<file path="src/hdl/prnd_pkg.sv">
// ----------------------------------------------------------------------------
// Polynomial root finder package
// Word format, beat types, codes and saturating fixed-point helpers.
// ----------------------------------------------------------------------------
package prnd_pkg;

  localparam int WORD_BITS    = 48;
  localparam int FRAC_BITS    = 32;
  localparam int MAX_DEGREE   = 15;
  localparam int DEG_BITS     = 4;
  localparam int ITER_BITS    = 8;
  localparam int TOL_BITS     = 32;
  localparam int ADDR_BITS    = 4;
  localparam int HALF_BITS    = WORD_BITS / 2;
  localparam int PROD_BITS    = 2 * WORD_BITS;
  localparam int QUO_BITS     = WORD_BITS + FRAC_BITS;
  localparam int DIV_CNT_BITS = $clog2(QUO_BITS + 1);

  typedef logic signed [WORD_BITS-1:0] word_t;
  typedef logic [WORD_BITS-1:0]        mag_t;
  typedef logic [DEG_BITS-1:0]         deg_t;

  localparam word_t WMAX = {1'b0, {(WORD_BITS-1){1'b1}}};
  localparam word_t WMIN = {1'b1, {(WORD_BITS-1){1'b0}}};

  localparam logic ACT_LOAD  = 1'b0;
  localparam logic ACT_START = 1'b1;

  localparam logic [1:0] ST_FOUND    = 2'd0;
  localparam logic [1:0] ST_NO_CONV  = 2'd1;
  localparam logic [1:0] ST_ZERO_DIV = 2'd2;

  localparam logic [1:0] REG_DEGREE   = 2'd0;
  localparam logic [1:0] REG_MAX_ITER = 2'd1;
  localparam logic [1:0] REG_TOL      = 2'd2;

  typedef struct packed {
    logic  action;
    deg_t  coef_index;
    word_t value;
  } in_item_t;

  typedef struct packed {
    deg_t       root_index;
    word_t      root_value;
    logic [1:0] status;
    logic       last;
  } out_item_t;

  typedef struct packed {
    logic start;
    logic neg;
    mag_t a;
    mag_t b;
  } mul_req_t;

  typedef struct packed {
    logic start;
    logic neg;
    mag_t n;
    mag_t d;
  } div_req_t;

  function automatic word_t sat_add(word_t a, word_t b);
    logic [WORD_BITS:0] s;
    s = {a[WORD_BITS-1], a} + {b[WORD_BITS-1], b};
    if (s[WORD_BITS] != s[WORD_BITS-1]) return s[WORD_BITS] ? WMIN : WMAX;
    return word_t'(s[WORD_BITS-1:0]);
  endfunction

  function automatic word_t sat_sub(word_t a, word_t b);
    logic [WORD_BITS:0] s;
    s = {a[WORD_BITS-1], a} - {b[WORD_BITS-1], b};
    if (s[WORD_BITS] != s[WORD_BITS-1]) return s[WORD_BITS] ? WMIN : WMAX;
    return word_t'(s[WORD_BITS-1:0]);
  endfunction

  function automatic mag_t mag(word_t a);
    return a[WORD_BITS-1] ? mag_t'(-a) : mag_t'(a);
  endfunction

  // Clamp a magnitude to the signed range and apply the sign.
  function automatic word_t from_mag(logic neg, logic [PROD_BITS-1:0] m);
    logic [PROD_BITS-1:0] lim;
    logic [PROD_BITS-1:0] v;
    word_t r;
    lim = neg ? (PROD_BITS'(1) << (WORD_BITS-1)) : PROD_BITS'(WMAX);
    v = (m > lim) ? lim : m;
    r = word_t'(v[WORD_BITS-1:0]);
    return neg ? word_t'(-r) : r;
  endfunction

  // k*a with saturation; equals k repeated saturating additions.
  function automatic word_t kmul(word_t a, deg_t k);
    logic signed [WORD_BITS+DEG_BITS:0] p;
    p = a * $signed({1'b0, k});
    if (p[WORD_BITS+DEG_BITS:WORD_BITS-1] != {(DEG_BITS+2){p[WORD_BITS+DEG_BITS]}})
      return p[WORD_BITS+DEG_BITS] ? WMIN : WMAX;
    return word_t'(p[WORD_BITS-1:0]);
  endfunction

endpackage

</file>
<file path="src/hdl/prnd_mul.sv">
// ----------------------------------------------------------------------------
// Fixed-point multiplier
// Magnitude product from four half-width partial products, one per cycle.
// ----------------------------------------------------------------------------
module prnd_mul (
  input  logic                               clk,
  input  logic                               rst,
  input  prnd_pkg::mul_req_t                 req,
  output logic                               done,
  output logic [prnd_pkg::PROD_BITS-1:0]     prod,
  output prnd_pkg::word_t                    q
);

  localparam int H = prnd_pkg::HALF_BITS;

  prnd_pkg::mag_t              a_r;
  prnd_pkg::mag_t              b_r;
  logic                        neg_r;
  logic                        busy;
  logic [2:0]                  cnt;
  logic [1:0]                  sh_r;
  logic [2*H-1:0]              pp;
  logic [prnd_pkg::PROD_BITS-1:0] acc;
  logic [prnd_pkg::PROD_BITS-1:0] pp_sh;
  logic [H-1:0]                op_a;
  logic [H-1:0]                op_b;

  assign op_a = cnt[1] ? a_r[2*H-1:H] : a_r[H-1:0];
  assign op_b = cnt[0] ? b_r[2*H-1:H] : b_r[H-1:0];

  always_comb begin
    unique case (sh_r)
      2'd0:    pp_sh = prnd_pkg::PROD_BITS'(pp);
      2'd3:    pp_sh = prnd_pkg::PROD_BITS'(pp) << (2*H);
      default: pp_sh = prnd_pkg::PROD_BITS'(pp) << H;
    endcase
  end

  always_ff @(posedge clk) begin
    if (rst) begin
      busy <= 1'b0;
      done <= 1'b0;
      cnt  <= '0;
    end else begin
      done <= 1'b0;
      if (req.start) begin
        busy  <= 1'b1;
        cnt   <= '0;
        a_r   <= req.a;
        b_r   <= req.b;
        neg_r <= req.neg;
        acc   <= '0;
      end else if (busy) begin
        if (cnt != 3'd0) begin
          acc <= acc + pp_sh;
        end
        if (cnt == 3'd4) begin
          busy <= 1'b0;
          done <= 1'b1;
        end else begin
          pp   <= op_a * op_b;
          sh_r <= cnt[1:0];
        end
        cnt <= cnt + 3'd1;
      end
    end
  end

  assign prod = acc;
  assign q    = prnd_pkg::from_mag(neg_r, acc >> prnd_pkg::FRAC_BITS);

endmodule

</file>
<file path="config.mk">
export PLATFORM = sky130hd
export DESIGN_NAME = prnd_mul
export DESIGN_NICKNAME = d
export VERILOG_FILES = /design/src/hdl/prnd_pkg.sv /design/src/hdl/prnd_mul.sv
export SDC_FILE = /design/constraint.sdc
export NUM_CORES = 2
export LEC_CHECK = 0
export ABC_AREA = 1
export BUFFER_PORTS_ARGS = -buffer_cell sky130_fd_sc_hd__buf_2
export CAP_MARGIN = 20
export CORE_ASPECT_RATIO = 0.9
export CORE_UTILIZATION = 65
export DETAILED_ROUTE_END_ITERATION = 8
export PLACE_DENSITY = 0.85
export SETUP_SLACK_MARGIN = 0.5
export SYNTH_ARGS = -nofsm -noshare
export SYNTH_HDL_FRONTEND = slang
export SYNTH_SLANG_ARGS = --single-unit
export TNS_END_PERCENT = 10
</file>
<file path="constraint.sdc">
create_clock -name clk -period 17.7 [get_ports clk]
set_clock_uncertainty 0.1 [all_clocks]
set_input_delay 1.77 -clock clk [delete_from_list [all_inputs] [get_ports clk]]
set_output_delay 1.77 -clock clk [all_outputs]
set_load 0.05 [all_outputs]
</file>
Word level (Yosys, flattened, before mapping)
Cells that the tools add are included.
Widths: inputs -> output; s select.
- multiplexer cells: 12
- multiply operators: 1
- equality and inequality tests: 2
- reduce and logical (&&, ||, !) cells: 9
- bitwise logic cells: 4
- magnitude comparators: 1
- add/subtract/negate cells: 3
- operators by type and width (cell ; count):
    $mux 96 ; 2
    $pmux 96 s2 ; 1
    $mux 48 ; 3
    $add 96x96->96 ; 1
    $gt 64x48->1 ; 1
    $mul 24x24->48 ; 1
    $mux 24 ; 2
    $neg 48->48 ; 1
    $mux 1 ; 4
    $not 1->1 ; 4
    $reduce_and 4->1 ; 1
    $reduce_bool 2->1 ; 2
    $add 3x1->3 const B ; 1
    $eq 3x3->1 const B ; 1
    $reduce_and 3->1 ; 1
    $reduce_bool 3->1 ; 1
    $reduce_or 3->1 ; 1
    $eq 2x2->1 const B ; 1
    $logic_not 2->1 ; 1
    $reduce_and 2->1 ; 1
    $reduce_or 2->1 ; 1
- register bits after elaboration: 248
- output and inout bits: 145

Logic depth before layout (Yosys ltp)
- depth in word-level cells: 5
- mapped depth: 38

Worst setup path after synthesis
Ideal clock, no wire load.
- kind: input to register
- from: in req[97] (netlist name)
- to: reg acc, in the netlist prod[0], enable pin
- data arrival time: 8028 ps
- path buffers: 2
- path slack: 9158 ps
- data required time: 17186 ps
- stages on the path: 5
- cells stage by stage: clkbuf_1 -> inv_1 -> clkbuf_1 -> nor2_1 -> or2_2
- longest elaborated chain between the ends: 2
- elaborated cells between the ends (all ways): 3
- classes of those cells: 3 x reduce/logical
- RTL lines (element ; RTL line ; RTL):
    from (decl) ; prnd_mul.sv:8 ; input prnd_pkg::mul_req_t req,
    $reduce_bool 2->1 (no source line) ; -- ;
    $reduce_and 3->1 (no source line) * ; -- ;
    to (signal assigned) ; prnd_mul.sv:55 ; acc <= acc + pp_sh;
    to (decl) ; prnd_mul.sv:23 ; logic [prnd_pkg::PROD_BITS-1:0] acc;
Mark *: on every way between the ends. The rest lies on a longest branch, timed or not.
A chain may end at the register's enable or synchronous reset.

Final worst setup path
- from: reg cnt[1]
- to: reg pp[46], data pin
- longest elaborated chain between the ends: 2
- RTL lines (element ; RTL line ; RTL):
    from (decl) ; prnd_mul.sv:20 ; logic [2:0] cnt;
    from (signal assigned) ; prnd_mul.sv:64 ; cnt <= cnt + 3'd1;
    $mux 24 ; prnd_mul.sv:28 ; assign op_a = cnt[1] ? a_r[2*H-1:H] : a_r[H-1:0];
    $mul 24x24->48 ; prnd_mul.sv:61 ; pp <= op_a * op_b;
    to (signal assigned) ; prnd_mul.sv:61 ;
    to (decl) ; prnd_mul.sv:22 ; logic [2*H-1:0] pp;
No other way between the ends.

==> results.sh <==
export IMPL_status="finished clean"
export IMPL_yosys_warnings=0
export IMPL_cp_required_ns=17.95
export IMPL_setup_viol=0
export IMPL_critPathMaxFanout=27
export IMPL_start_util=0.6617
export IMPL_syn_area_um2=37930
export IMPL_antenna_found_initial=1
export IMPL_final_layout_size_suffix_gt1_frac=0.09022
export IMPL_drtIter0Drc=3909
export IMPL_grt_max_degree=87
export IMPL_synth_distinct_cells=55
export IMPL_cts_tree="built"
export IMPL_synth_top_area_frac=0.2549
export IMPL_num_antenna_cells=0
export IMPL_place_hpwl_um=98850
export IMPL_end_kind="flop"
export IMPL_fin_crit_ns=9.061
export IMPL_cts_setup_buffers=0
export IMPL_postRouteAntennaNets=0
export IMPL_arrival_ns=9.31
export IMPL_cts_hold_buf=0
export IMPL_vias_per_cell=5.830
export IMPL_die_area_um2=59330
export IMPL_wire_per_inst_um=20.73
export IMPL_grt_pass1_vias=34362
export IMPL_vias=34253
export IMPL_placed_area_um2=39940
export IMPL_ys_flop_type="edfxtp_1"
export IMPL_clockBufferDepth=3
export IMPL_grt_setup_unrepaired="false"
export IMPL_hold_violations=0
export IMPL_syn_avg_cell_area_um2=7.745
export IMPL_yosys_register_bits=248
export IMPL_io_pins=245
export IMPL_grt_pass1_wl_um=188400
export IMPL_fin_nets=5994
export IMPL_synth_edff_count=243
export IMPL_row_count=83
export IMPL_firstDrtPassIters=8
export IMPL_clock_sinks=248
export IMPL_syn_nets=5803
export IMPL_syn2layout_area_growth_pct=7.603
export IMPL_crit_type="reg -> reg"
export IMPL_core_um2=57330
export IMPL_worst_pin_slew_ns=1.108
export IMPL_multi_input_area_um2=25910
export IMPL_clkTransAtPathRegs_ns=0.06
export IMPL_regArea_um2=7397
export IMPL_die_w_um=256.6
export IMPL_final_core_util=0.7120
export IMPL_die_y_um=231.2
export IMPL_fin_area_um2=40820
export IMPL_slew_violations=0
export IMPL_numPortBuffers=244
export IMPL_track_usage=0.4143
export IMPL_post_synth_top_count_cell="inv_1"
export IMPL_tns_ns=0
export IMPL_maxCapViolations=0
export IMPL_cts_root_buf="clkbuf_16"
export IMPL_numCtsBuffers=28
export IMPL_yosysSeqAreaShare=0.1950
export IMPL_hold_path_class="reg -> reg"
export IMPL_wirelength_um=121800
export IMPL_yosys_top_cells_area="fa_1 (25%), edfxtp_1 (19%), ha_1 (11%)"
export IMPL_fin_crit_sh=0.5119
export IMPL_relSlewSlack=0.2537
export IMPL_cts_resized=0
export IMPL_place_gp_congestion=1.069
export IMPL_n_fill_cell=4695
export IMPL_yosys_top_cells_count="inv_1 (1065), nand2_1 (820), nor2_1 (655)"
export IMPL_globalRoute_totalOverflow=0
export IMPL_remaining_drc_errors=0
export IMPL_synthArstFlopShare=0
export IMPL_htree_levels=1
export IMPL_cp_start_kind="flop"
export IMPL_synth_largest_area_cell="fa_1"
export IMPL_clk_latency_ns=0.61
export IMPL_max_freq_mhz=110.4
export IMPL_synthCells=4898
worst paths after layout:
kind	startpoint	end	slack, ns	depth (start not counted)
max	cnt[1]	pp[46]	8.64	27
min	cnt[2]	done	0.43	2
max reg2reg	cnt[1]	pp[46]	8.64	27
min reg2reg	cnt[2]	done	0.43	2
per-layer routing:
metal	track usage	up-vias	wire length, µm
met2	0.6719	2090	54930
met4	0.2333	2	8367
met1	0.5087	15942	44670
met3	0.1020	461	13780
met5	0	-	50
li1	-	15758	-
critical path, stage by stage (launching register included):
cell,delay (ns)
dfxtp_1,0.89
inv_1,0.53
or2_2,0.42
o21ai_1,0.07
buf_4,0.26
clkinv_1,0.42
nand2_1,0.23
fa_1,0.43
fa_1,0.54
inv_1,0.05
fa_1,0.43
ha_1,0.23
fa_1,0.54
inv_1,0.05
fa_1,0.47
fa_1,0.54
inv_1,0.04
ha_1,0.34
nand2_1,0.09
o21ai_1,0.17
a21oi_1,0.09
o21ai_0,0.31
a21boi_1,0.20
o21ai_0,0.48
a21boi_1,0.22
o21ai_0,0.36
a31oi_1,0.15
xor2_1,0.16
logic make-up (layout without fill, tap and decap cells):
logic type                 after synthesis  after routing  share of synthesized area
and+or+nand+nor                       1734           1734                     0.1870
muxes                                    4              4                   0.001121
xor gates and xnor gates                51             51                    0.01178
AOI/OAI and AO/OA                      839            839                     0.1213
buffers and inverters                 1217           1429                     0.1226
adders and majority gates              805            805                     0.3611
DFF                                    248            248                     0.1950
layout by cell type, fill, tap and decap left out, drive strengths merged, types with 29 or more instances in the layout:
cell | synthesis | routed
a21oi | 367 | 367
clkbuf | 115 | 35
buf | 22 | 298
nor3 | 29 | 29
nor2 | 673 | 673
inv | 1071 | 1071
or2 | 51 | 51
ha | 322 | 322
o21a | 42 | 42
o21ai | 280 | 280
nand2 | 848 | 848
xor2 | 32 | 32
nand3 | 99 | 99
fa | 483 | 483
edfxtp | 243 | 243
a31oi | 45 | 45
o22ai | 49 | 49
flip-flops by register name (all words and copies together) (netlist names):
name and cells:
prod 96, done 1, sh_r 2, pp 48, a_r 48, b_r 48
busy 1, neg_r 1, cnt 3
area by class of cell:
class / instances / share of cell area
Tap cell: 765 / 0.02345
Inverter: 1080 / 0.09932
Multi-Input combinational cell: 3433 / 0.6347
Clock buffer: 35 / 0.01781
Timing Repair Buffer: 298 / 0.03985
Clock inverter: 16 / 0.003648
Sequential cell: 248 / 0.1812
stage by stage:
step	instances	setup WS, ns	hold WS (ns)
global route	5875	8.086	0.4603
detailed placement	5824	8.797	0.4082
floorplan	4898	9.158	0.3323
global placement	5824	9.051	0.3950
CTS	5875	8.774	0.4270
finish	5875	8.639	0.4282
Power is not shown: default switching activity piles up to over one toggle a cycle in this logic, so the estimate is an artifact.
