File: src/hdl/prnd_pkg.sv
// ----------------------------------------------------------------------------
// Polynomial root finder package
// Word format, beat types, codes and saturating fixed-point helpers.
// ----------------------------------------------------------------------------
package prnd_pkg;

  localparam int WORD_BITS    = 48;
  localparam int FRAC_BITS    = 32;
  localparam int MAX_DEGREE   = 15;
  localparam int DEG_BITS     = 4;
  localparam int ITER_BITS    = 8;
  localparam int TOL_BITS     = 32;
  localparam int ADDR_BITS    = 4;
  localparam int HALF_BITS    = WORD_BITS / 2;
  localparam int PROD_BITS    = 2 * WORD_BITS;
  localparam int QUO_BITS     = WORD_BITS + FRAC_BITS;
  localparam int DIV_CNT_BITS = $clog2(QUO_BITS + 1);

  typedef logic signed [WORD_BITS-1:0] word_t;
  typedef logic [WORD_BITS-1:0]        mag_t;
  typedef logic [DEG_BITS-1:0]         deg_t;

  localparam word_t WMAX = {1'b0, {(WORD_BITS-1){1'b1}}};
  localparam word_t WMIN = {1'b1, {(WORD_BITS-1){1'b0}}};

  localparam logic ACT_LOAD  = 1'b0;
  localparam logic ACT_START = 1'b1;

  localparam logic [1:0] ST_FOUND    = 2'd0;
  localparam logic [1:0] ST_NO_CONV  = 2'd1;
  localparam logic [1:0] ST_ZERO_DIV = 2'd2;

  localparam logic [1:0] REG_DEGREE   = 2'd0;
  localparam logic [1:0] REG_MAX_ITER = 2'd1;
  localparam logic [1:0] REG_TOL      = 2'd2;

  typedef struct packed {
    logic  action;
    deg_t  coef_index;
    word_t value;
  } in_item_t;

  typedef struct packed {
    deg_t       root_index;
    word_t      root_value;
    logic [1:0] status;
    logic       last;
  } out_item_t;

  typedef struct packed {
    logic start;
    logic neg;
    mag_t a;
    mag_t b;
  } mul_req_t;

  typedef struct packed {
    logic start;
    logic neg;
    mag_t n;
    mag_t d;
  } div_req_t;

  function automatic word_t sat_add(word_t a, word_t b);
    logic [WORD_BITS:0] s;
    s = {a[WORD_BITS-1], a} + {b[WORD_BITS-1], b};
    if (s[WORD_BITS] != s[WORD_BITS-1]) return s[WORD_BITS] ? WMIN : WMAX;
    return word_t'(s[WORD_BITS-1:0]);
  endfunction

  function automatic word_t sat_sub(word_t a, word_t b);
    logic [WORD_BITS:0] s;
    s = {a[WORD_BITS-1], a} - {b[WORD_BITS-1], b};
    if (s[WORD_BITS] != s[WORD_BITS-1]) return s[WORD_BITS] ? WMIN : WMAX;
    return word_t'(s[WORD_BITS-1:0]);
  endfunction

  function automatic mag_t mag(word_t a);
    return a[WORD_BITS-1] ? mag_t'(-a) : mag_t'(a);
  endfunction

  // Clamp a magnitude to the signed range and apply the sign.
  function automatic word_t from_mag(logic neg, logic [PROD_BITS-1:0] m);
    logic [PROD_BITS-1:0] lim;
    logic [PROD_BITS-1:0] v;
    word_t r;
    lim = neg ? (PROD_BITS'(1) << (WORD_BITS-1)) : PROD_BITS'(WMAX);
    v = (m > lim) ? lim : m;
    r = word_t'(v[WORD_BITS-1:0]);
    return neg ? word_t'(-r) : r;
  endfunction

  // k*a with saturation; equals k repeated saturating additions.
  function automatic word_t kmul(word_t a, deg_t k);
    logic signed [WORD_BITS+DEG_BITS:0] p;
    p = a * $signed({1'b0, k});
    if (p[WORD_BITS+DEG_BITS:WORD_BITS-1] != {(DEG_BITS+2){p[WORD_BITS+DEG_BITS]}})
      return p[WORD_BITS+DEG_BITS] ? WMIN : WMAX;
    return word_t'(p[WORD_BITS-1:0]);
  endfunction

endpackage

File: src/hdl/prnd_div.sv
// ----------------------------------------------------------------------------
// Fixed-point divider
// Restoring division of (n << FRAC_BITS) by d, one quotient bit per cycle.
// ----------------------------------------------------------------------------
module prnd_div (
  input  logic               clk,
  input  logic               rst,
  input  prnd_pkg::div_req_t req,
  output logic               done,
  output prnd_pkg::word_t    q
);

  localparam int W = prnd_pkg::WORD_BITS;
  localparam int QB = prnd_pkg::QUO_BITS;

  logic [QB-1:0]                     nq;
  prnd_pkg::mag_t                    rem;
  prnd_pkg::mag_t                    d_r;
  logic                              neg_r;
  logic                              busy;
  logic [prnd_pkg::DIV_CNT_BITS-1:0] cnt;
  logic [W:0]                        rem_sh;
  logic [W:0]                        rem_sub;
  logic                              fits;

  assign rem_sh  = {rem, nq[QB-1]};
  assign rem_sub = rem_sh - {1'b0, d_r};
  assign fits    = rem_sh >= {1'b0, d_r};

  always_ff @(posedge clk) begin
    if (rst) begin
      busy <= 1'b0;
      done <= 1'b0;
      cnt  <= '0;
    end else begin
      done <= 1'b0;
      if (req.start) begin
        busy  <= 1'b1;
        cnt   <= prnd_pkg::DIV_CNT_BITS'(QB);
        nq    <= {req.n, {prnd_pkg::FRAC_BITS{1'b0}}};
        rem   <= '0;
        d_r   <= req.d;
        neg_r <= req.neg;
      end else if (busy) begin
        rem <= fits ? rem_sub[W-1:0] : rem_sh[W-1:0];
        nq  <= {nq[QB-2:0], fits};
        cnt <= cnt - 1'b1;
        if (cnt == prnd_pkg::DIV_CNT_BITS'(1)) begin
          busy <= 1'b0;
          done <= 1'b1;
        end
      end
    end
  end

  assign q = prnd_pkg::from_mag(neg_r, prnd_pkg::PROD_BITS'(nq));

endmodule

File: config.mk
export PLATFORM = sky130hd
export DESIGN_NAME = prnd_div
export DESIGN_NICKNAME = d
export VERILOG_FILES = /design/src/hdl/prnd_pkg.sv /design/src/hdl/prnd_div.sv
export SDC_FILE = /design/constraint.sdc
export NUM_CORES = 1
export LEC_CHECK = 0
export ABC_AREA = 1
export BUFFER_PORTS_ARGS = -buffer_cell sky130_fd_sc_hd__buf_2
export CORE_UTILIZATION = 25
export DETAILED_ROUTE_END_ITERATION = 7
export GPL_TIMING_DRIVEN = 0
export HOLD_SLACK_MARGIN = 0.12
export PLACE_DENSITY = 0.49
export SETUP_SLACK_MARGIN = 0.2
export SYNTH_ARGS = -nofsm -noshare
export SYNTH_HDL_FRONTEND = slang
export SYNTH_SLANG_ARGS = --single-unit
File: constraint.sdc
create_clock -name clk -period 14.45 [get_ports clk]
set_clock_uncertainty 0.2 [all_clocks]
set_input_delay 0.7225 -clock clk [delete_from_list [all_inputs] [get_ports clk]]
set_output_delay 0.7225 -clock clk [all_outputs]
set_load 0.01 [all_outputs]
# Word level (Yosys, flattened, before mapping)
# Cells that the tools add are included.
dict set report op_classes {
  add_sub_neg 3
  n_lt_le_gt_ge 2
  n_eq_ne 1
  n_mux 13
  n_bitwise 2
  n_reduce_logical 5
}
# cell count
set ops {}
lappend ops {{$mux 48} 5}
lappend ops {{$mux 80} 2}
lappend ops {{$gt 80x48->1} 1}
lappend ops {{$ge 49x48->1} 1}
lappend ops {{$neg 48->48} 1}
lappend ops {{$sub 48x48->48} 1}
lappend ops {{$mux 7} 2}
lappend ops {{$eq 7x1->1 const B} 1}
lappend ops {{$sub 7x1->7 const B} 1}
lappend ops {{$mux 1} 4}
lappend ops {{$reduce_and 2->1} 2}
lappend ops {{$reduce_or 3->1} 1}
lappend ops {{$not 1->1} 2}
lappend ops {{$reduce_bool 2->1} 1}
lappend ops {{$reduce_or 2->1} 1}
dict set report totals {
  regBits 186
  output_inout_bits 49
  wordCells 35
}

# Logic depth before layout (Yosys ltp)
dict set report logic_depth {
  word_depth 5
  mapped_depth 32
}

# Worst setup path before layout
# OpenSTA, ideal clock, no wires.
dict set report synth_timing {
  path_type {input to register}
  from {in req[97] (netlist bit)}
  to {reg nq[0] (enable)}
  setup_ns 0.661
  arrival_time_ns 7.451
  required_ns 13.589
  setup_slack_ns 6.138
  stages 4
  path_cell_list {clkbuf_1 inv_1 clkbuf_1 a21oi_1}
}
dict set report synth_between {
  elab_chain_cells 2
}
# item line
set synth_lines {}
lappend synth_lines {{from (decl)} prnd_div.sv:8} ;# input prnd_pkg::div_req_t req,
lappend synth_lines {{$reduce_bool 2->1 (no source line)} n/a}
lappend synth_lines {{$reduce_and 2->1 (no source line)} n/a}
lappend synth_lines {{to (signal assigned)} prnd_div.sv:40} ;# nq <= {req.n, {prnd_pkg::FRAC_BITS{1'b0}}};
lappend synth_lines {{to (signal assigned)} prnd_div.sv:46} ;# nq <= {nq[QB-2:0], fits};
lappend synth_lines {{to (decl)} prnd_div.sv:16} ;# logic [QB-1:0] nq;
# Every way passes these cells.
# A chain may end at the register's enable or synchronous reset.

# Worst setup path in the final report
dict set report layout_timing {
  from {reg neg_r}
  to {out q[40]}
}
dict set report layout_between {
  elab_chain_cells 5
}
# item line
set layout_lines {}
lappend layout_lines {{from (decl)} prnd_div.sv:19} ;# logic neg_r;
lappend layout_lines {{from (signal assigned)} prnd_div.sv:43} ;# neg_r <= req.neg;
lappend layout_lines {{$mux 48} prnd_pkg.sv:87} ;# lim = neg ? (PROD_BITS'(1) << (WORD_BITS-1)) : PROD_BITS'(WMAX);
lappend layout_lines {{$gt 80x48->1} prnd_pkg.sv:88} ;# v = (m > lim) ? lim : m;
lappend layout_lines {{$mux 48} prnd_pkg.sv:88}
lappend layout_lines {{$neg 48->48} prnd_pkg.sv:90} ;# return neg ? word_t'(-r) : r;
lappend layout_lines {{$mux 48 (*)} prnd_pkg.sv:90}
lappend layout_lines {{to (decl)} prnd_div.sv:10} ;# output prnd_pkg::word_t q
# Mark *: on every way between the ends. The rest lies on a longest branch, timed or not.

==> impl_metrics.env <==
export IMPL_synth_edff_count=177
export IMPL_die_x_um=237.8
export IMPL_dp_cells=2772
export IMPL_worstPathMaxFanout=21
export IMPL_rr_endpoint="rem[41]"
export IMPL_report_final_slew_viol_count=0
export IMPL_clk_transition_reported_paths_ns=0.08
export IMPL_pre_cts_slack_ns=7.946
export IMPL_worst_r2r_cell_count=14
export IMPL_fin_nets=2243
export IMPL_worst_slew_pin_transition_ns=0.9614
export IMPL_htree_num_levels=4
export IMPL_synth_warning_count=0
export IMPL_post_synth_top_count_cell="sky130_fd_sc_hd__nand2_1"
export IMPL_ys_flop_type="sky130_fd_sc_hd__edfxtp_1"
export IMPL_largest_cells_by_area_after_synthesis="sky130_fd_sc_hd__edfxtp_1 (38%), sky130_fd_sc_hd__nand2_1 (14%), sky130_fd_sc_hd__ha_1 (8.9%)"
export IMPL_timing_max_slew_rel_slack_pct=35.91
export IMPL_post_route_util_pct=29.64
export IMPL_vias=12690
export IMPL_ratio_of_cells_with_drive_above_1_in_the_final_layout_pct=12.31
export IMPL_post_cts_resize_count=0
export IMPL_floorplan_initialDensity_pct=25.29
export IMPL_timing_critical_path_from_type="flop"
export IMPL_power_static_leakage_nw=7.424
export IMPL_synth_top_cells_by_count="sky130_fd_sc_hd__nand2_1 (524), sky130_fd_sc_hd__inv_1 (250), sky130_fd_sc_hd__nor2_1 (216)"
export IMPL_max_cap_violations=0
export IMPL_boundaryPins=149
export IMPL_route_detailed_drc=0
export IMPL_asyncSetResetFlopFracSynth_pct=0
export IMPL_reg2reg_setup_slack_ns=10.67
export IMPL_timing_rr_start="nq[79]"
export IMPL_fp_dieArea_sq_um=56560
export IMPL_wirelength_mm=41.70
export IMPL_cp_data_required_time_ns=13.53
export IMPL_holdCritStartpoint="req[30]"
export IMPL_post_drt_via_cell_ratio=4.529
export IMPL_grt_max_degree=36
export IMPL_power_density_nw_per_um2=96.59
export IMPL_netlist_cell_type_count=48
export IMPL_timing_critical_path_to_type="primary output"
export IMPL_drtPass1Iterations=5
export IMPL_post_synthesis_net_count=2070
export IMPL_grt_remaining_overflow=0
export IMPL_gp_congestion=0.9212
export IMPL_outcome="finished clean"
export IMPL_number_of_diodes=0
export IMPL_tns_ns=0
export IMPL_numClockSinks=186
export IMPL_clock_tree_root_cell="sky130_fd_sc_hd__clkbuf_16"
export IMPL_core_area_sq_um=54990
export IMPL_synthToLayoutAreaGrowth_pct=17.22
export IMPL_synth_sequential_area_ratio_pct=39.52
export IMPL_antenna_found_initial=0
export IMPL_postCtsHoldBufs=0
export IMPL_die_y_um=237.8
export IMPL_final_instance_count_excl_fill=2803
export IMPL_grt_total_usage_pct=14.93
export IMPL_worst_ir_drop_vdd_mv=0.09130
export IMPL_grt_setup_unrepaired="no"
export IMPL_final_hold_worst_slack_ns=0.2280
export IMPL_hold_path_endpoint="d_r[30]"
export IMPL_average_wire_per_cell_in_the_routed_design_um=14.88
export IMPL_number_of_placement_rows=86
export IMPL_timing_fmax_mhz=142.4
export IMPL_worst_ep_arrival_time_ns=6.10
export IMPL_detail_route_antenna_nets=0
export IMPL_clk_latency_ns=0.46
export IMPL_holdPathStages=1
export IMPL_fin_total_pwr_mw=1.574
export IMPL_cts_setup_buffers=0
export IMPL_setup_violators_final=0
export IMPL_place_hpwl_mm=34.02
export IMPL_share_of_the_synthesized_area_in_the_top_cell_type_pct=38.23
export IMPL_synth_area_sq_um=13900
export IMPL_io_buffer_count=147
export IMPL_place_area_sq_um=15750
export IMPL_min_delay_path_class="input port to flop"
export IMPL_ys_seq_elements=186
export IMPL_timing_final_ws_setup_ns=7.427
export IMPL_postSynthCellCount=1870
export IMPL_clockBufferDepth=2
export IMPL_crit_type="flop to primary output"
export IMPL_grt_first_pass_wirelength_mm=66.12
export IMPL_hold_viol=0
export IMPL_yosys_area_top_type="sky130_fd_sc_hd__edfxtp_1"
export IMPL_cts_tree="built"
export IMPL_design_area_sq_um=16300
export IMPL_grt_pass1_vias=12260
export IMPL_post_route_min_period_ns=7.023
export IMPL_syn_mean_instance_area_sq_um=7.435
export IMPL_first_iter_violations=750
export IMPL_tritoncts_num_buffers=17
export IMPL_layout_worst_path_cycle_share_pct=48.60
-- sequential cells by signal, summed over array words and instances, names as in the netlist --
signal	flops
nq	80
d_r	48
done	1
rem	48
cnt	7
busy	1
neg_r	1
-- routing by layer --
layer / track usage (%) / routed length, um
met5: 0 / 0
met4: 4.888 / 780
met3: 1.758 / 1423
met2: 25.06 / 19620
met1: 19.86 / 19880
-- critical path: stages (launching register included) --
cell                       delay (ns)
sky130_fd_sc_hd__edfxtp_1        0.93
sky130_fd_sc_hd__clkbuf_1        0.38
sky130_fd_sc_hd__clkinv_1        0.62
sky130_fd_sc_hd__ha_1            0.55
sky130_fd_sc_hd__nand2_1         0.10
sky130_fd_sc_hd__nor2_4          0.15
sky130_fd_sc_hd__nand4_1         0.15
sky130_fd_sc_hd__nor2_2          0.27
sky130_fd_sc_hd__nand4_4         0.18
sky130_fd_sc_hd__nand3_4         0.17
sky130_fd_sc_hd__buf_6           0.18
sky130_fd_sc_hd__buf_6           0.15
sky130_fd_sc_hd__buf_2           0.28
sky130_fd_sc_hd__nand2_1         0.09
sky130_fd_sc_hd__inv_1           0.08
sky130_fd_sc_hd__ha_1            0.16
sky130_fd_sc_hd__nand2_1         0.06
sky130_fd_sc_hd__nor2_2          0.11
sky130_fd_sc_hd__nand2_2         0.11
sky130_fd_sc_hd__nor2_1          0.13
sky130_fd_sc_hd__nand2_1         0.14
sky130_fd_sc_hd__o21ai_1         0.27
sky130_fd_sc_hd__nand3_1         0.11
sky130_fd_sc_hd__nand2_1         0.08
sky130_fd_sc_hd__inv_1           0.03
sky130_fd_sc_hd__buf_2           0.13
-- logic make-up (layout without fill, tap and decap cells) --
| group | count (synthesis) | in the layout | synth area share [%] |
|---|---|---|---|
| and+or+nand+nor | 910 | 910 | 27.28 |
| DFF | 186 | 186 | 39.52 |
| muxes | 2 | 2 | 0.1620 |
| xor gates and xnor gates | 43 | 43 | 2.709 |
| adders and majority gates | 100 | 100 | 9.053 |
| buffers and inverters | 309 | 494 | 8.846 |
| AOI/OAI and AO/OA | 320 | 320 | 12.43 |
-- worst max path at each step --
stage	start	to	slack, ns	depth (start not counted)
2_1_floorplan	req[97]	nq[0]	6.14	4
4_1_cts	neg_r	q[38]	7.41	27
3_3_place_gp	req[97]	nq[8]	1.87	4
6_report	neg_r	q[40]	7.43	25
3_5_place_dp	neg_r	q[38]	7.95	27
5_1_grt	neg_r	q[46]	7.07	27
-- placed cells by master, fill, tap and decap left out, types with 16 or more instances in the layout --
cell	n
sky130_fd_sc_hd__nand2_1	524
sky130_fd_sc_hd__inv_1	250
sky130_fd_sc_hd__nor2_1	215
sky130_fd_sc_hd__edfxtp_1	177
sky130_fd_sc_hd__buf_2	155
sky130_fd_sc_hd__a21oi_1	135
sky130_fd_sc_hd__o21ai_0	116
sky130_fd_sc_hd__ha_1	99
sky130_fd_sc_hd__nand3_1	88
sky130_fd_sc_hd__clkbuf_1	27
sky130_fd_sc_hd__xnor2_1	26
sky130_fd_sc_hd__nand4_1	19
sky130_fd_sc_hd__xor2_1	17
sky130_fd_sc_hd__clkbuf_16	17
sky130_fd_sc_hd__nor3_1	16
-- area by class of cell --
cell class	instances	area [sq um]
buffer	49	254.0
multi-input combinational	1375	7197
tap	748	935.9
clock inverter	12	116.4
sequential	186	5495
clock buffer	19	432.9
fill	6001	38690
timing repair buffer	154	890.9
inverter	260	975.9
-- power breakdown --
| group | internal [mW] | leakage, nW | switching [mW] |
|---|---|---|---|
| logic | 0.158 | 5.39 | 0.286 |
| registers | 0.645 | 1.78 | 0.0264 |
| clock network | 0.238 | 0.255 | 0.220 |
No activity file was read; power rests on OpenSTA's default activity.
