===== src/hdl/prnd_pkg.sv =====
// ----------------------------------------------------------------------------
// Polynomial root finder package
// Word format, beat types, codes and saturating fixed-point helpers.
// ----------------------------------------------------------------------------
package prnd_pkg;

  localparam int WORD_BITS    = 48;
  localparam int FRAC_BITS    = 32;
  localparam int MAX_DEGREE   = 15;
  localparam int DEG_BITS     = 4;
  localparam int ITER_BITS    = 8;
  localparam int TOL_BITS     = 32;
  localparam int ADDR_BITS    = 4;
  localparam int HALF_BITS    = WORD_BITS / 2;
  localparam int PROD_BITS    = 2 * WORD_BITS;
  localparam int QUO_BITS     = WORD_BITS + FRAC_BITS;
  localparam int DIV_CNT_BITS = $clog2(QUO_BITS + 1);

  typedef logic signed [WORD_BITS-1:0] word_t;
  typedef logic [WORD_BITS-1:0]        mag_t;
  typedef logic [DEG_BITS-1:0]         deg_t;

  localparam word_t WMAX = {1'b0, {(WORD_BITS-1){1'b1}}};
  localparam word_t WMIN = {1'b1, {(WORD_BITS-1){1'b0}}};

  localparam logic ACT_LOAD  = 1'b0;
  localparam logic ACT_START = 1'b1;

  localparam logic [1:0] ST_FOUND    = 2'd0;
  localparam logic [1:0] ST_NO_CONV  = 2'd1;
  localparam logic [1:0] ST_ZERO_DIV = 2'd2;

  localparam logic [1:0] REG_DEGREE   = 2'd0;
  localparam logic [1:0] REG_MAX_ITER = 2'd1;
  localparam logic [1:0] REG_TOL      = 2'd2;

  typedef struct packed {
    logic  action;
    deg_t  coef_index;
    word_t value;
  } in_item_t;

  typedef struct packed {
    deg_t       root_index;
    word_t      root_value;
    logic [1:0] status;
    logic       last;
  } out_item_t;

  typedef struct packed {
    logic start;
    logic neg;
    mag_t a;
    mag_t b;
  } mul_req_t;

  typedef struct packed {
    logic start;
    logic neg;
    mag_t n;
    mag_t d;
  } div_req_t;

  function automatic word_t sat_add(word_t a, word_t b);
    logic [WORD_BITS:0] s;
    s = {a[WORD_BITS-1], a} + {b[WORD_BITS-1], b};
    if (s[WORD_BITS] != s[WORD_BITS-1]) return s[WORD_BITS] ? WMIN : WMAX;
    return word_t'(s[WORD_BITS-1:0]);
  endfunction

  function automatic word_t sat_sub(word_t a, word_t b);
    logic [WORD_BITS:0] s;
    s = {a[WORD_BITS-1], a} - {b[WORD_BITS-1], b};
    if (s[WORD_BITS] != s[WORD_BITS-1]) return s[WORD_BITS] ? WMIN : WMAX;
    return word_t'(s[WORD_BITS-1:0]);
  endfunction

  function automatic mag_t mag(word_t a);
    return a[WORD_BITS-1] ? mag_t'(-a) : mag_t'(a);
  endfunction

  // Clamp a magnitude to the signed range and apply the sign.
  function automatic word_t from_mag(logic neg, logic [PROD_BITS-1:0] m);
    logic [PROD_BITS-1:0] lim;
    logic [PROD_BITS-1:0] v;
    word_t r;
    lim = neg ? (PROD_BITS'(1) << (WORD_BITS-1)) : PROD_BITS'(WMAX);
    v = (m > lim) ? lim : m;
    r = word_t'(v[WORD_BITS-1:0]);
    return neg ? word_t'(-r) : r;
  endfunction

  // k*a with saturation; equals k repeated saturating additions.
  function automatic word_t kmul(word_t a, deg_t k);
    logic signed [WORD_BITS+DEG_BITS:0] p;
    p = a * $signed({1'b0, k});
    if (p[WORD_BITS+DEG_BITS:WORD_BITS-1] != {(DEG_BITS+2){p[WORD_BITS+DEG_BITS]}})
      return p[WORD_BITS+DEG_BITS] ? WMIN : WMAX;
    return word_t'(p[WORD_BITS-1:0]);
  endfunction

endpackage


===== src/hdl/prnd_coef_ram.sv =====
// ----------------------------------------------------------------------------
// Coefficient store
// One write port, one read port, registered read data.
// ----------------------------------------------------------------------------
module prnd_coef_ram (
  input  logic                  clk,
  input  logic                  we,
  input  prnd_pkg::deg_t        waddr,
  input  prnd_pkg::word_t       wdata,
  input  prnd_pkg::deg_t        raddr,
  output prnd_pkg::word_t       rdata
);

  prnd_pkg::word_t mem [0:prnd_pkg::MAX_DEGREE];

  always_ff @(posedge clk) begin
    if (we) begin
      mem[waddr] <= wdata;
    end
    rdata <= mem[raddr];
  end

endmodule


===== config.mk =====
export PLATFORM = sky130hd
export DESIGN_NAME = prnd_coef_ram
export DESIGN_NICKNAME = d
export VERILOG_FILES = /design/src/hdl/prnd_pkg.sv /design/src/hdl/prnd_coef_ram.sv
export SDC_FILE = /design/constraint.sdc
export NUM_CORES = 1
export LEC_CHECK = 0
export BUFFER_PORTS_ARGS = -buffer_cell sky130_fd_sc_hd__buf_2
export CAP_MARGIN = 20
export CORE_MARGIN = 2
export CORE_UTILIZATION = 55
export DETAILED_ROUTE_END_ITERATION = 10
export GPL_TIMING_DRIVEN = 0
export PLACE_DENSITY = 0.74
export SYNTH_ARGS = -nofsm -noshare
export SYNTH_HDL_FRONTEND = slang
export SYNTH_SLANG_ARGS = --single-unit

===== constraint.sdc =====
create_clock -name clk -period 4.9 [get_ports clk]
set_input_delay 0.49 -clock clk [delete_from_list [all_inputs] [get_ports clk]]
set_output_delay 0.49 -clock clk [all_outputs]
set_load 0.02 [all_outputs]

# [After elaboration in Yosys (flattened, before gate mapping)]
# Memory sizes are Yosys's and may differ from the RTL's. A register that Yosys moved wholly into a read port is not among the register bits.
# Cells that the tools add are included.
[word_totals] reg_bits=0 ram_bits=768 output_inout_bits=48 elab_cells=3 mem_count=1
[classes] n_mux=2
[mem_list] memory="mem" words=16 word_bits=48 rd=1 rd_ports_with_merged_regs=1 write_ports=1 line_no="prnd_coef_ram.sv:14" rtl="prnd_pkg::word_t mem [0:prnd_pkg::MAX_DEGREE];"
[op_table] cell="1-bit 2-to-1 mux" count=2

# [Longest topological paths before layout]
# Gate-level depths: netlist of the first run.
[depth] depth_word=2 ltp_mapped=6 ltp_nobuf=3

# [Least setup slack after synthesis of the first run]
# Ideal clock, no wire load.
[synth_path] path_type="in2reg" start="input port waddr[2]" end="memory mem[0][0] (netlist name), enable pin" setup_time_ns=0.513 arrival_ns=4.281 required_ns=4.387 setup_slack_ns=0.106 path_stages=2 path_cell_list="or3b_2 > nor3_1"
[synth_lines] element="from (decl)" line_no="prnd_coef_ram.sv:8" rtl="input prnd_pkg::deg_t waddr,"
[synth_lines] element="to (decl)" line_no="prnd_coef_ram.sv:14"
# Straight into the memory's write port.

# [Worst setup path after layout of the first run]
[layout_path] start="input port waddr[2]" end="memory mem[0][41] (netlist name), enable pin"
# Straight into the memory's write port.

==> qor.yml, run 1 <==
yosys:
  syn_inst: 1242
  synthMuxAreaShare_pct: 14.6
  ys_seq_area_share_pct: 80.9
  synth_fa_ha_area_share_pct: 0
  synth_cell_types: 17
  synth-simple-area-share_pct: 1.05
  synth_compound_area_share_pct: 2.43
  syn_avg_cell_area_um2: 23.9
  synth_area_leaders: "edfxtp_1 78%, mux4_2 15%, dfxtp_1 3.2%, a22oi_1 2.4%, nand2_1 0.62%"
  synth_xor_area_share_pct: 0
  synth_top_area_share_pct: 77.7
  synth_top_family_by_area: "multiplexers"
  synth-seq-cells: 816
  ys.warnings.count: 0
  synth_area_leader_cell: "edfxtp_1"
  synth_nets: 1300
  synth_area_um2: 29700
drt:
  routed_wl_mm: 66.2
  num_vias: 14000
  viasPerCell: 6.29
  wl_per_cell_um: 29.6
  drc: 0
  postRouteAntennaNets: 0
  firstDrtPassIters: 5
  first_iter_violations: 1378
placed_design:
  dpl.hpwl_mm: 39.7
  dp_slack_ns: 2.11
  gp_congestion: 0.708
  numPortBuffers: 103
floorplan:
  core.rowCount: 85
  pin_count: 106
  die_w_um: 236
  dieArea_um2: 55900
  core_area_um2: 53600
  fp.dieH_um: 236
  start_util_pct: 55.4
final_layout:
  final_util_pct: 64.6
  register_area_um2: 24000
  nets: 1529
  drive_gt1_share_pct: 32.8
  syn_to_final_growth_pct: 16.6
  multi_input_area_um2: 5470
  fillerInstances: 3387
cts:
  cts_max_level: 3
  cts_tree: "done"
  holdBufCountCts: 0
  post_cts_buffers: 0
  clock_latency_ns: 0.62
  cts.sinks: 816
  cts_buffer_depth: 3
  clk_pin_slew_worst_paths_ns: 0.06
  root_buffer: "clkbuf_16"
  numCtsBuffers: 78
  cts_resized: 0
worst_setup_path:
  worstPathRequired_ns: 5.21
  path_class: "in2reg"
  cp.arrival_ns: 2.47
  cp-end-kind: "register"
  start_kind: "input port"
  cp_max_fo: 9
timing:
  relSlewSlack_pct: 22.1
  hold_viol: 0
  finalSetupViolCount: 0
  max_freq_ghz: 0.464
  worst_slack_ns: 2.75
  slew_violations: 0
  max_slew.worst_pin.slew_ns: 1.16
  min_period_ns: 2.15
  rsz0062_at_grt: "false"
  fin_skew_ns: 0.0211
  period_share_pct: 44.0
run:
  max_cap_viol_count: 0
pwr:
  power_leakage_nw: 11.2
  ir_drop_v: 0.000274
  powerDensity_nw_per_um2: 422
run_status:
  outcome: "finished clean"
grt:
  grt_max_degree: 24
  gr-total-overflow: 0
  grt_pass1_wl_mm: 96.7
  grt_pass1_vias: 14600
  antenna_found_initial: 5
  grt_use_total_pct: 24.2
worst_hold_path:
  hp-class: "in2reg"
==> Yosys cell counts <==
cell type,number
edfxtp_1,768
nor3_1,4
buf_4,18
and2_1,1
buf_2,8
mux4_2,192
clkbuf_1,28
nor2b_1,2
nand3b_1,2
dfxtp_1,48
buf_1,9
nand3_1,1
nor2_1,13
nand2b_1,2
nand2_1,49
a22oi_1,96
or3b_2,1
==> worst max-delay path, cell delays in order <==
cell,delay [ns]
buf_2,0.12
or3b_2,0.59
nor3_2,0.49
buf_8,0.24
buf_8,0.17
buf_6,0.19
buf_6,0.16
==> routing by layer <==
metal	GRT usage (%)	up-vias	wire length, µm
met5	0	-	55
met4	9.97	8	2020
met3	4.51	146	5370
met2	40.2	746	33800
met1	32.1	7364	24900
li1	-	5779	-
==> per-stage QoR <==
stage	instances	cell area, µm²	hold WS [ns]	power [mW]	TNS, ns
6_report	2233	34600	0.245	14.6	0
4_1_cts	2232	34600	0.219	14.7	0
5_1_grt	2233	34600	0.245	15.0	0
3_3_place_gp	2041	31100	0.649	8.71	-1137.16
2_1_floorplan	1242	29700	0.589	8.42	0
3_5_place_dp	2087	32000	0.651	8.76	0
==> layout make-up <==
type                       instances  share of cell area, %
clock buffer                     118                   6.72
clock inverter                    27                  0.748
sequential                       816                   69.4
tap                              696                   2.52
buffer                            63                  0.907
antenna                            1                0.00723
multi-input combinational        363                   15.8
timing repair buffer             149                   3.92
==> cells in the final DEF, fill, tap and decap left out, types with 2 or more instances in the layout <==
cell type / count
edfxtp_1: 768
mux4_2: 192
buf_2: 111
a22oi_1: 96
clkbuf_16: 80
nand2_1: 49
clkbuf_1: 48
dfxtp_1: 48
buf_4: 18
clkbuf_8: 18
buf_6: 16
nor2_4: 12
clkinv_2: 12
buf_16: 12
buf_12: 12
buf_1: 9
buf_8: 6
clkinv_1: 5
nor3_2: 4
bufinv_16: 4
inv_6: 3
nor2b_1: 2
nand3b_1: 2
nand2b_1: 2
clkinv_4: 2
==> path summary, 6_finish.rpt <==
check | from | to | slack (ns) | cells after the start
setup reg to reg | mem[11][6]$_DFFE_PP_ | rdata[6]$_DFF_P_ | 3.45 | 3
setup / recovery | waddr[2] | mem[0][41]$_DFFE_PP_ | 2.75 | 7
hold / removal | wdata[2] | mem[10][2]$_DFFE_PP_ | 0.25 | 1
hold reg to reg | mem[14][12]$_DFFE_PP_ | rdata[12]$_DFF_P_ | 0.67 | 3
==> power breakdown <==
| group | switching [mW] | internal, mW |
|---|---|---|
| combinational | 0.474 | 0.297 |
| sequential | 0.0457 | 7.80 |
| clock | 2.49 | 3.50 |
==> cells by family (layout without fill, tap and decap cells) <==
logic type | count (synthesis) | count (layout)
AOI/OAI and AO/OA | 96 | 96
and+or+nand+nor | 75 | 75
DFF | 816 | 816
buffers and inverters | 63 | 357
other | 0 | 1
muxes | 192 | 192
==> registers in the layout (all words and copies together), names as in the netlist <==
register  cells
mem         768
rdata        48
Power figures use the tool's default switching activity.
==> inputs of run 2 (changes only) <==
CORE_UTILIZATION = 61   (was 55)
PLACE_DENSITY = 0.78   (was 0.74)
clock period = 2.2 ns   (was 4.9 ns; I/O delays follow)
==> run 2 against run 1 <==
Sequential cell count stayed put. Clock skew is 0.0038 ns higher. Sequential share of layout area is 0.73 points lower. Routed wire length is 2.6% higher. Via count is 2.0% higher. Count of clock-buffer cells in the layout is 2 lower. Combinational power is 130% higher. Die area is 9.7% lower. Clock power is 120% higher. Global-route usage is 3.6 points higher. Critical endpoint is now rdata[27]$_DFF_P_. Highest routed layer unchanged.
==> qor.yml, run 2 (synthesis results as in run 1) <==
drt:
  wl_per_cell_um: 31.0  # was 29.6 µm
  postRouteAntennaNets: 0  # unchanged
  routed_wl_mm: 67.9  # was 66.2 mm
  wl_met2_mm: 35.1  # was 33.8 mm
  wl_met1_mm: 25.1  # was 24.9 mm
  viasPerCell: 6.54  # was 6.29
  num_vias: 14300  # was 14000
  wl_met3_mm: 5.57  # was 5.37 mm
  highest_layer: "met5"  # unchanged
  drc: 0  # unchanged
  first_iter_violations: 1737  # was 1378
  firstDrtPassIters: 5  # unchanged
grt:
  grt_pass1_vias: 15000  # was 14600
  grt_max_degree: 25  # was 24
  grt_pass1_wl_mm: 98.7  # was 96.7 mm
  grt_use_total_pct: 27.8  # was 24.2%
  gr-total-overflow: 0  # unchanged
  antenna_found_initial: 2  # was 5
cts:
  cts_tree: "done"  # unchanged
  cts_buffer_depth: 3  # unchanged
  cts_max_level: 3  # unchanged
  post_cts_buffers: 0  # unchanged
  numCtsBuffers: 78  # unchanged
  clock_latency_ns: 0.62  # about the same
  cts.sinks: 816  # unchanged
  clk_pin_slew_worst_paths_ns: 0.06  # about the same
  root_buffer: "clkbuf_16"  # unchanged
timing:
  slew_violations: 0  # unchanged
  period_share_pct: 87.5
  finalSetupViolCount: 0  # unchanged
  max_slew.worst_pin.slew_ns: 1.04  # was 1.16 ns
  relSlewSlack_pct: 30.3  # was 22.1%
  rsz0062_at_grt: "false"  # unchanged
  fin_skew_ns: 0.0249  # was 0.0211 ns
  max_freq_ghz: 0.519
  worst_slack_ns: 0.275  # was 2.75 ns
  fin_hold_ws_ns: 0.0185  # was 0.245 ns
  hold_viol: 0  # unchanged
  min_period_ns: 1.93
pwr:
  power_leakage_nw: 11.4  # was 11.2 nW
  pwr-share-comb_pct: 5.6  # was 5.3%
  share_seq_of_total_power_pct: 53.8  # was 53.7%
  powerDensity_nw_per_um2: 928  # was 422 nW/µm²
  p_sw_mw: 6.77  # was 3.01 mW
  ir_drop_v: 0.000626  # was 0.000274 V
  clock_power_share_pct: 40.6  # was 41.0%
  internal_power_mw: 25.7  # was 11.6 mW
  p_sw_share_pct: 20.9  # was 20.6%
final_layout:
  syn_to_final_growth_pct: 17.8  # was 16.6%
  final_cell_mix: "768 x edfxtp_1, 192 x mux4_2, 111 x buf_2, 96 x a22oi_1, 82 x clkbuf_16"  # was 768 x edfxtp_1, 192 x mux4_2, 111 x buf_2, 96 x a22oi_1, 80 x clkbuf_16
  post_layout_nonfiller_instances: 2189  # was 2233
  largestRegisters: "mem (768), rdata (48)"  # unchanged
  fin_area_um2: 35000  # was 34600 µm²
  drive_gt1_share_pct: 30.8  # was 32.8%
  final_util_pct: 73.1  # was 64.6%
  layout_commonest_cell: "edfxtp_1"  # unchanged
  largest_reg_flops: 768  # unchanged
  largest-register: "mem"  # unchanged
  nets: 1567  # was 1529
placed_design:
  dp.cells: 1997  # was 2087
  dp_slack_ns: -0.237  # was 2.11 ns
  gp_congestion: 0.725  # was 0.708
  numPortBuffers: 103  # unchanged
  dpl.hpwl_mm: 38.7  # was 39.7 mm
  placed_area_um2: 32000  # about the same
floorplan:
  pin_count: 106  # unchanged
  die_w_um: 225  # was 236 µm
  core_area_um2: 47800  # was 53600 µm²
  start_util_pct: 62.1  # was 55.4%
  core.rowCount: 80  # was 85
  fp.dieH_um: 225  # was 236 µm
  dieArea_um2: 50500  # was 55900 µm²
worst_setup_path:
  max_stage_delay_ns: 0.69  # was 0.59 ns
  critPathMostFrequentCell: "clkbuf_1"
  cp_max_fo: 10  # was 9
  cp-end-kind: "register"  # unchanged
  path_class: "in2reg"  # unchanged
  cp_slowest_cell: "clkbuf_1"  # was or3b_2
  crit_chain: "buf_2, nor2b_1, clkbuf_1, clkbuf_1, a22oi_1, nand2_1"  # was buf_2, or3b_2, nor3_2, buf_8, buf_8, buf_6, buf_6
  worstPathRequired_ns: 2.72  # was 5.21 ns
  start_kind: "input port"  # unchanged
  cp.arrival_ns: 2.45  # was 2.47 ns
run_status:
  outcome: "finished clean"  # unchanged
run:
  max_cap_viol_count: 0  # unchanged
worst_hold_path:
  hp-class: "in2reg"  # unchanged
run 2: cell count changes in the layout (fill, tap and decap cells not counted), moves of 4 or more:
cell           change
nor3_2             -4
dlygate4sd3_1     +47
clkbuf_8          -10
clkbuf_1           +6
nor3_4             +4
buf_16             +9
buf_6             -16
run 2: path summary, 6_finish.rpt:
check | cells past startpoint | to | slack [ns] | from
min reg2reg | 3 | rdata[21]$_DFF_P_ | 0.67 | mem[15][21]$_DFFE_PP_
max reg2reg | 3 | rdata[19]$_DFF_P_ | 0.74 | mem[11][19]$_DFFE_PP_
max | 6 | rdata[27]$_DFF_P_ | 0.27 | raddr[3]
min | 1 | mem[14][41]$_DFFE_PP_ | 0.02 | wdata[41]
run 2: worst max-delay path, delay by kind of cell:
family | cells | cell delay (ns)
AO/OA/AOI/OAI | 1 | 0.23
AND/OR/NAND/NOR | 2 | 0.46
buffers and inverters | 3 | 1.53
run 2: final cells by class:
cell class / count / area, µm²
buffer: 63 / 314
tap: 615 / 769
clock inverter: 28 / 255
sequential: 816 / 24000
antenna: 1 / 2.50
fill: 2568 / 12900
clock buffer: 116 / 2260
timing repair buffer: 187 / 1870
multi-input combinational: 363 / 5500
run 2: repair_timing:
action	in CTS	in global routing
gates resized for setup	0	0
hold buffers	47	0
endpoints found under the hold margin	752	0
run 2: metal layers:
metal | up-vias | GRT usage (%)
met5 | - | 0
met4 | 2 | 10.9
met3 | 154 | 5.37
met2 | 828 | 46.5
met1 | 7484 | 36.8
li1 | 5851 | -
run 2: per-stage QoR:
step / setup TNS (ns) / total power, mW
global route: 0 / 33.3
floorplan: -389.99 / 18.7
finish: 0 / 32.5
CTS: 0 / 32.6
global placement: -1959.31 / 19.4
detailed placement: -7.85 / 19.5
run 2: power groups by stage:
stage	clock network (mW)	logic, mW	registers, mW
finish	13.2	1.81	17.5
global route	13.8	1.91	17.5
CTS	13.3	1.81	17.5
detailed placement	0	1.71	17.8
global placement	0	1.58	17.8
floorplan	0	0.828	17.9
